===== config.mk =====
export PLATFORM = sky130hd
export DESIGN_NAME = tcp_connection_tracker_unit
export DESIGN_NICKNAME = d
export VERILOG_FILES = /design/src/tcpct_pkg.sv /design/src/tcp_connection_tracker_unit.sv
export SDC_FILE = /design/constraint.sdc
export NUM_CORES = 1
export LEC_CHECK = 0
export ABC_AREA = 1
export ABC_CLOCK_PERIOD_IN_PS = 4370
export BUFFER_PORTS_ARGS = -buffer_cell sky130_fd_sc_hd__buf_2
export CAP_MARGIN = 10
export CORE_ASPECT_RATIO = 0.5
export CORE_UTILIZATION = 59
export CTS_CLUSTER_DIAMETER = 80
export CTS_CLUSTER_SIZE = 12
export DETAILED_ROUTE_END_ITERATION = 10
export PLACE_DENSITY = 0.84
export SETUP_SLACK_MARGIN = 0.2
export SYNTH_ARGS = -nofsm -noshare
export SYNTH_HDL_FRONTEND = slang
export SYNTH_SLANG_ARGS = --single-unit

===== constraint.sdc =====
create_clock -name clk -period 4.37 [get_ports clk]
set_input_delay 0.2185 -clock clk [delete_from_list [all_inputs] [get_ports clk]]
set_output_delay 0.2185 -clock clk [all_outputs]
set_load 0.02 [all_outputs]

===== src/tcpct_pkg.sv =====
// Package with the connection phase type and TCP flag constants for the tracker.
`default_nettype none

package tcpct_pkg;

    // Connection phase; the code 7 is never produced and reads as failure.
    typedef enum logic [2:0] {
        PH_LISTEN  = 3'd0,
        PH_REQ     = 3'd1,
        PH_EST     = 3'd2,
        PH_DATA    = 3'd3,
        PH_CLOSING = 3'd4,
        PH_CLOSED  = 3'd5,
        PH_FAIL    = 3'd6
    } phase_t;

    // TCP flag bits that the tracker examines.
    localparam logic [7:0] FLAG_FIN     = 8'h01;
    localparam logic [7:0] FLAG_SYN     = 8'h02;
    localparam logic [7:0] FLAG_RST     = 8'h04;
    localparam logic [7:0] FLAG_ACK     = 8'h10;
    localparam logic [7:0] FLAG_TRACKED = FLAG_FIN | FLAG_SYN | FLAG_RST | FLAG_ACK;

    // Masked flag combinations used by the transition rules.
    localparam logic [7:0] F_SYNACK = FLAG_SYN | FLAG_ACK;
    localparam logic [7:0] F_RSTACK = FLAG_RST | FLAG_ACK;
    localparam logic [7:0] F_FINACK = FLAG_FIN | FLAG_ACK;

endpackage

`default_nettype wire


===== src/tcp_connection_tracker_unit.sv =====
// Passive single-connection TCP tracker: input register, state update, result register.
`default_nettype none

// The tracker watches one TCP connection and takes one observed segment per request.
// A request is held in an input register; when the result register is free, one pass
// of combinational logic (the phase rules and a single 64-bit byte counter add) updates
// the connection state and loads the result register in the same clock edge. A segment
// passes through the input register and then the result register, and one segment can be
// accepted in every cycle as long as results are taken. The result carries the accept
// flag, the phase after the update, both byte counters and the time of the last counted
// segment. Once the failure phase is reached it holds until reset.
module tcp_connection_tracker_unit
    import tcpct_pkg::*;
(
    input  wire logic        clk,
    input  wire logic        rst_n,
    // Input channel
    input  wire logic        in_valid,
    output logic             in_ready,
    input  wire logic        pkt_dir,
    input  wire logic [7:0]  tcp_flags,
    input  wire logic [15:0] seg_size,
    input  wire logic [63:0] time_now,
    // Result channel
    output logic             out_valid,
    input  wire logic        out_ready,
    output logic             accepted,
    output logic [2:0]       conn_state,
    output logic [63:0]      bytes_dir0,
    output logic [63:0]      bytes_dir1,
    output logic [63:0]      last_time
);

    // Input register
    logic        in_valid_reg;
    logic        dir_reg;
    logic [7:0]  flags_reg;
    logic [15:0] size_reg;
    logic [63:0] now_reg;

    // Connection state
    phase_t      phase_reg, phase_next;
    logic        opener_reg, opener_next;
    logic        closer_reg, closer_next;
    logic [63:0] cnt0_reg, cnt0_next;
    logic [63:0] cnt1_reg, cnt1_next;
    logic [63:0] last_reg, last_next;

    // Result register
    logic        out_valid_reg;
    logic        res_ok_reg;
    logic [2:0]  res_state_reg;
    logic [63:0] res_cnt0_reg;
    logic [63:0] res_cnt1_reg;
    logic [63:0] res_last_reg;

    // Handshake and pipeline movement.
    logic        advance;
    logic        ok;
    logic        do_count;
    logic        do_open;
    logic [7:0]  f;
    logic        from_opener;
    logic        is_rst;
    logic        is_fin;
    logic [63:0] cnt_sel;
    logic [63:0] cnt_sum;

    assign advance  = in_valid_reg && (!out_valid_reg || out_ready);
    assign in_ready = !in_valid_reg || advance;

    // Input register load.
    always_ff @(posedge clk or negedge rst_n)
    begin
        if (!rst_n)
        begin
            in_valid_reg <= 1'b0;
        end
        else if (in_ready)
        begin
            in_valid_reg <= in_valid;
        end
    end

    always_ff @(posedge clk)
    begin
        if (in_valid && in_ready)
        begin
            dir_reg   <= pkt_dir;
            flags_reg <= tcp_flags;
            size_reg  <= seg_size;
            now_reg   <= time_now;
        end
    end

    // Flag decode.
    assign f           = flags_reg & FLAG_TRACKED;
    assign from_opener = (dir_reg == opener_reg);
    assign is_rst      = (f == FLAG_RST) || (f == F_RSTACK);
    assign is_fin      = (f == FLAG_FIN) || (f == F_FINACK);

    // Phase rules for one segment.
    always_comb
    begin
        ok          = 1'b0;
        do_count    = 1'b0;
        do_open     = 1'b0;
        phase_next  = PH_FAIL;
        closer_next = closer_reg;
        unique case (phase_reg)
            PH_LISTEN:
            begin
                if (f == FLAG_SYN)
                begin
                    ok         = 1'b1;
                    do_open    = 1'b1;
                    phase_next = PH_REQ;
                end
            end
            PH_REQ:
            begin
                if (f == F_SYNACK)
                begin
                    if (!from_opener)
                    begin
                        ok         = 1'b1;
                        do_count   = 1'b1;
                        phase_next = PH_EST;
                    end
                end
                else if (f == FLAG_SYN || f == FLAG_ACK)
                begin
                    if (from_opener)
                    begin
                        ok         = 1'b1;
                        phase_next = PH_REQ;
                    end
                end
                else if (is_rst)
                begin
                    ok          = 1'b1;
                    do_count    = 1'b1;
                    phase_next  = PH_CLOSED;
                    closer_next = dir_reg;
                end
            end
            PH_EST:
            begin
                if (f == FLAG_ACK)
                begin
                    if (from_opener)
                    begin
                        ok         = 1'b1;
                        do_count   = 1'b1;
                        phase_next = PH_DATA;
                    end
                end
                else if (f == FLAG_SYN)
                begin
                    if (from_opener)
                    begin
                        ok         = 1'b1;
                        phase_next = PH_EST;
                    end
                end
                else if (f == F_SYNACK)
                begin
                    if (!from_opener)
                    begin
                        ok         = 1'b1;
                        phase_next = PH_EST;
                    end
                end
                else if (is_rst)
                begin
                    ok          = 1'b1;
                    do_count    = 1'b1;
                    phase_next  = PH_CLOSED;
                    closer_next = dir_reg;
                end
            end
            PH_DATA:
            begin
                if (f == FLAG_ACK)
                begin
                    ok         = 1'b1;
                    do_count   = 1'b1;
                    phase_next = PH_DATA;
                end
                else if (is_fin)
                begin
                    ok          = 1'b1;
                    do_count    = 1'b1;
                    phase_next  = PH_CLOSING;
                    closer_next = dir_reg;
                end
                else if (is_rst)
                begin
                    ok          = 1'b1;
                    do_count    = 1'b1;
                    phase_next  = PH_CLOSED;
                    closer_next = dir_reg;
                end
            end
            PH_CLOSING:
            begin
                if (f == FLAG_ACK)
                begin
                    ok         = 1'b1;
                    do_count   = 1'b1;
                    phase_next = PH_CLOSING;
                end
                else if (is_fin)
                begin
                    // A repeated FIN from the closing side changes nothing.
                    ok = 1'b1;
                    if (dir_reg != closer_reg)
                    begin
                        do_count   = 1'b1;
                        phase_next = PH_CLOSED;
                    end
                    else
                    begin
                        phase_next = PH_CLOSING;
                    end
                end
                else if (is_rst)
                begin
                    ok         = 1'b1;
                    do_count   = 1'b1;
                    phase_next = PH_CLOSED;
                end
            end
            PH_CLOSED:
            begin
                if (f == FLAG_ACK || is_fin || is_rst)
                begin
                    ok         = 1'b1;
                    do_count   = 1'b1;
                    phase_next = PH_CLOSED;
                end
            end
            default:
            begin
                phase_next = PH_FAIL;
            end
        endcase
    end

    // Byte counter and timestamp update; one shared 64-bit adder.
    assign cnt_sel = dir_reg ? cnt1_reg : cnt0_reg;
    assign cnt_sum = cnt_sel + {48'd0, size_reg};

    always_comb
    begin
        opener_next = opener_reg;
        cnt0_next   = cnt0_reg;
        cnt1_next   = cnt1_reg;
        last_next   = last_reg;
        if (do_open)
        begin
            opener_next = dir_reg;
            cnt0_next   = 64'd0;
            cnt1_next   = 64'd0;
            last_next   = now_reg;
        end
        else if (do_count)
        begin
            if (dir_reg)
            begin
                cnt1_next = cnt_sum;
            end
            else
            begin
                cnt0_next = cnt_sum;
            end
            last_next = now_reg;
        end
    end

    // Connection state registers.
    always_ff @(posedge clk or negedge rst_n)
    begin
        if (!rst_n)
        begin
            phase_reg  <= PH_LISTEN;
            opener_reg <= 1'b0;
            closer_reg <= 1'b0;
            cnt0_reg   <= 64'd0;
            cnt1_reg   <= 64'd0;
            last_reg   <= 64'd0;
        end
        else if (advance)
        begin
            phase_reg  <= phase_next;
            opener_reg <= opener_next;
            closer_reg <= closer_next;
            cnt0_reg   <= cnt0_next;
            cnt1_reg   <= cnt1_next;
            last_reg   <= last_next;
        end
    end

    // Result register valid.
    always_ff @(posedge clk or negedge rst_n)
    begin
        if (!rst_n)
        begin
            out_valid_reg <= 1'b0;
        end
        else if (advance)
        begin
            out_valid_reg <= 1'b1;
        end
        else if (out_ready)
        begin
            out_valid_reg <= 1'b0;
        end
    end

    // Result register payload.
    always_ff @(posedge clk)
    begin
        if (advance)
        begin
            res_ok_reg    <= ok;
            res_state_reg <= phase_next;
            res_cnt0_reg  <= cnt0_next;
            res_cnt1_reg  <= cnt1_next;
            res_last_reg  <= last_next;
        end
    end

    assign out_valid  = out_valid_reg;
    assign accepted   = res_ok_reg;
    assign conn_state = res_state_reg;
    assign bytes_dir0 = res_cnt0_reg;
    assign bytes_dir1 = res_cnt1_reg;
    assign last_time  = res_last_reg;

endmodule

`default_nettype wire


==> out/metrics.cfg <==
[final_layout]
drive_gt1_frac=0.158
area_growth_pct=17.3
multi_input_comb_area_sq_um=8060
layout_commonest_cell=nand2_1
final_nets=3018
nFillCells=2734
final_cells=3466
seq_area_sq_um=13400
layout_common_cells=nand2_1 (768), buf_2 (285), edfxtp_1 (281), inv_1 (273), nor2_1 (267)

[drt]
vias_per_cell=5.49
postRouteAntennaNets=0
wl_um=58300
via_count=19000
drt-wirelength-per-cell_um=16.8
dr.pass1.iters=8
drt_iter0_markers=2006
route.detailed.drc=0

[timing]
slew_violations=0
fin_hold_ws_ps=270
finalWorstSetupSlack_ps=572
rsz0062_at_grt=no
final_hold_viol_count=0
timing.final.crit_share=0.869
fmax_ghz=0.263
skew_ps=23.5
worst_slew_pin_slew_ps=1040
min_period_ps=3800
fin_tns_setup_ps=0
finalSetupViolations=0
max_slew_margin=0.305

[worst_setup_path]
arrival_ps=4110
cp_cell_sequence=nand2_1, o21ai_0, ha_1, inv_1, fa_1, inv_1, nand3_1, nand2_1, nand2_1, nand2_1, nand2_1, nand2_1, nand4_1, nor2_1, nand3_1, and3_1
timing.rr.end=bytes_dir0[56]$_DFFE_PP_
max_stage_delay_ps=860
setup.worst_path.class=flop to flop
crit_slowest_cell=edfxtp_1
r2r_start=dir_reg$_DFFE_PP_
r2r_slack_ps=570
cp_num_buf_inv=2
cp_max_fo=24
r2r_cells=16
end_kind=flop
required_ps=4680
cp-start-kind=flop
cp_top_family=simple AND/OR/NAND/NOR gates
cpMostUsedCell=nand2_1

[synth]
synth-main-ff-cell=edfxtp_1
synthesis.area_sq_um=23100
synth_nets=2691
synthCells=2581
ys_seq_area_frac=0.580
synth_seq_cells=480
synth_edf_count=281
synth_xor_area_frac=0.0152
yosys.area.top_type=edfxtp_1
synthAdderAreaFrac=0.00953
synth_mux_area_frac=0
synth-simple-area-share=0.236
synth_compound_area_frac=0.0872
synth-async-reset-ratio=0.415
synth_area_leaders=edfxtp_1 (37%), dfrtp_1 (22%), nand2_1 (13%), inv_1 (4.5%), nor2_1 (4.4%)
synth_cell_type_count=45
synth_top_area_frac=0.365
avgSynthCellArea_sq_um=8.96
synth_top_family_by_area=simple AND/OR/NAND/NOR gates
yosys_warnings=0

[power_and_ir_drop]
leakage_nw=12.3
finalPower_mw=17.1
power.density_nw_per_um2=629
ir_worst_vdd_uv=353

[floorplan]
ios=291
coreArea_sq_um=38000
die_w_um=282
die_area_sq_um=40000
die_y_um=142
start_util=0.609
core.rowCount=50

[grt]
grt_pass1_vias=18200
grt_first_pass_wirelength_um=92100
antenna_found_initial=1
gr-total-overflow=0
grt_max_degree=161
grt_use_total=0.290

[clock_network]
clk_pin_slew_ps=60
cts.sinks=480
cts_tree=done
cts_buffers=45
ctsRootBufferMaster=clkbuf_16
cts_resized=0
clock_latency_ps=580
clockBufferDepth=3
postCtsSetupBuffers=0
cts_max_level=2
hold_buffers=89

[job]
maxCapViolCount=0

[placed_design]
dp_hpwl_um=37600
dpl.cell_count=3292
post-place-ws_ps=694
gp_congestion=0.978
port_buffers=286

[hold_path]
hold_path.class=primary input to async pin

[outcome]
outcome=completed

-- worst register-to-register path: stages (launching register included) --
cell and delay, ps:
edfxtp_1 860, nand2_1 90, o21ai_0 110, ha_1 190
inv_1 60, fa_1 410, inv_1 110, nand3_1 70
nand2_1 150, nand2_1 70, nand2_1 130, nand2_1 70
nand2_1 200, nand4_1 240, nor2_1 400, nand3_1 170
and3_1 230
-- final cells by class --
type / count / share of cell area
flip-flops and latches: 480 / 0.495
multi-input cells: 1701 / 0.297
repair buffers: 397 / 0.0957
clock buffers: 82 / 0.0474
inverters: 283 / 0.0396
well taps: 520 / 0.0240
clock inverters: 2 / 0.00134
diodes: 1 / 0.0000923
-- Yosys cell counts, types with 2 or more instances --
cell and count:
clkbuf_1 54, or2_1 3, nand2_2 7, buf_6 7, inv_2 7, o2111ai_1 3
and2_1 9, a21oi_2 54, nand3_1 116, inv_1 275, o21ai_2 13, xor2_1 19
nor3_1 9, buf_4 13, nand2_1 770, edfxtp_1 281, xnor2_1 21, buf_1 16
dfrtp_1 199, or2_2 3, and3_1 35, o21ai_1 34, buf_2 24, or2_0 13
ha_1 16, nor2_1 268, a21oi_1 53, o21ai_0 155, nand3b_1 4, buf_8 2
nand4_1 52, a21boi_0 7, o21bai_1 14, nor2_2 14
-- stage by stage --
| step | area, sq um | utilization |
|---|---|---|
| CTS | 27100 | 0.714 |
| floorplan | 23100 | - |
| global route | 27100 | 0.714 |
| finish | 27100 | 0.714 |
| detailed placement | 24900 | 0.656 |
| global placement | 24900 | 0.656 |
-- logic make-up (layout without fill, tap and decap cells) --
| family | Yosys count | count (layout) |
|---|---|---|
| AO/OA/AOI/OAI | 337 | 337 |
| buffers and inverters | 400 | 764 |
| adder cells (fa/ha/maj) | 17 | 17 |
| flip-flops | 480 | 480 |
| XOR/XNOR | 40 | 40 |
| other | 0 | 1 |
| AND/OR/NAND/NOR | 1307 | 1307 |
-- metal layers --
metal	up-vias	share of wire	track usage	routed length, um
li1	9060	-	-	-
met1	9061	0.40	0.378	23600
met2	778	0.50	0.506	29300
met3	137	0.064	0.0412	3740
met4	0	0.029	0.0935	1690
met5	-	0	0	0
-- how the worst max path moves through the flow --
stage,from,endpoint,slack [ps],depth (start not counted)
2_1_floorplan,out_valid$_DFFE_PN0P_,accepted$_DFFE_PP_,330,6
3_3_place_gp,dir_reg$_DFFE_PP_,bytes_dir0[56]$_DFFE_PP_,770,13
3_5_place_dp,dir_reg$_DFFE_PP_,bytes_dir0[56]$_DFFE_PP_,690,13
4_1_cts,dir_reg$_DFFE_PP_,bytes_dir0[56]$_DFFE_PP_,660,13
5_1_grt,dir_reg$_DFFE_PP_,bytes_dir0[56]$_DFFE_PP_,270,13
6_report,dir_reg$_DFFE_PP_,bytes_dir0[56]$_DFFE_PP_,570,16
-- where the power goes --
part           switching (mW)  internal, mW  total (mW)
Clock                    1.70          1.99        3.69
Combinational            4.25          2.01        6.26
Sequential              0.583          6.53        7.11
Power figures use the tool's default switching activity.
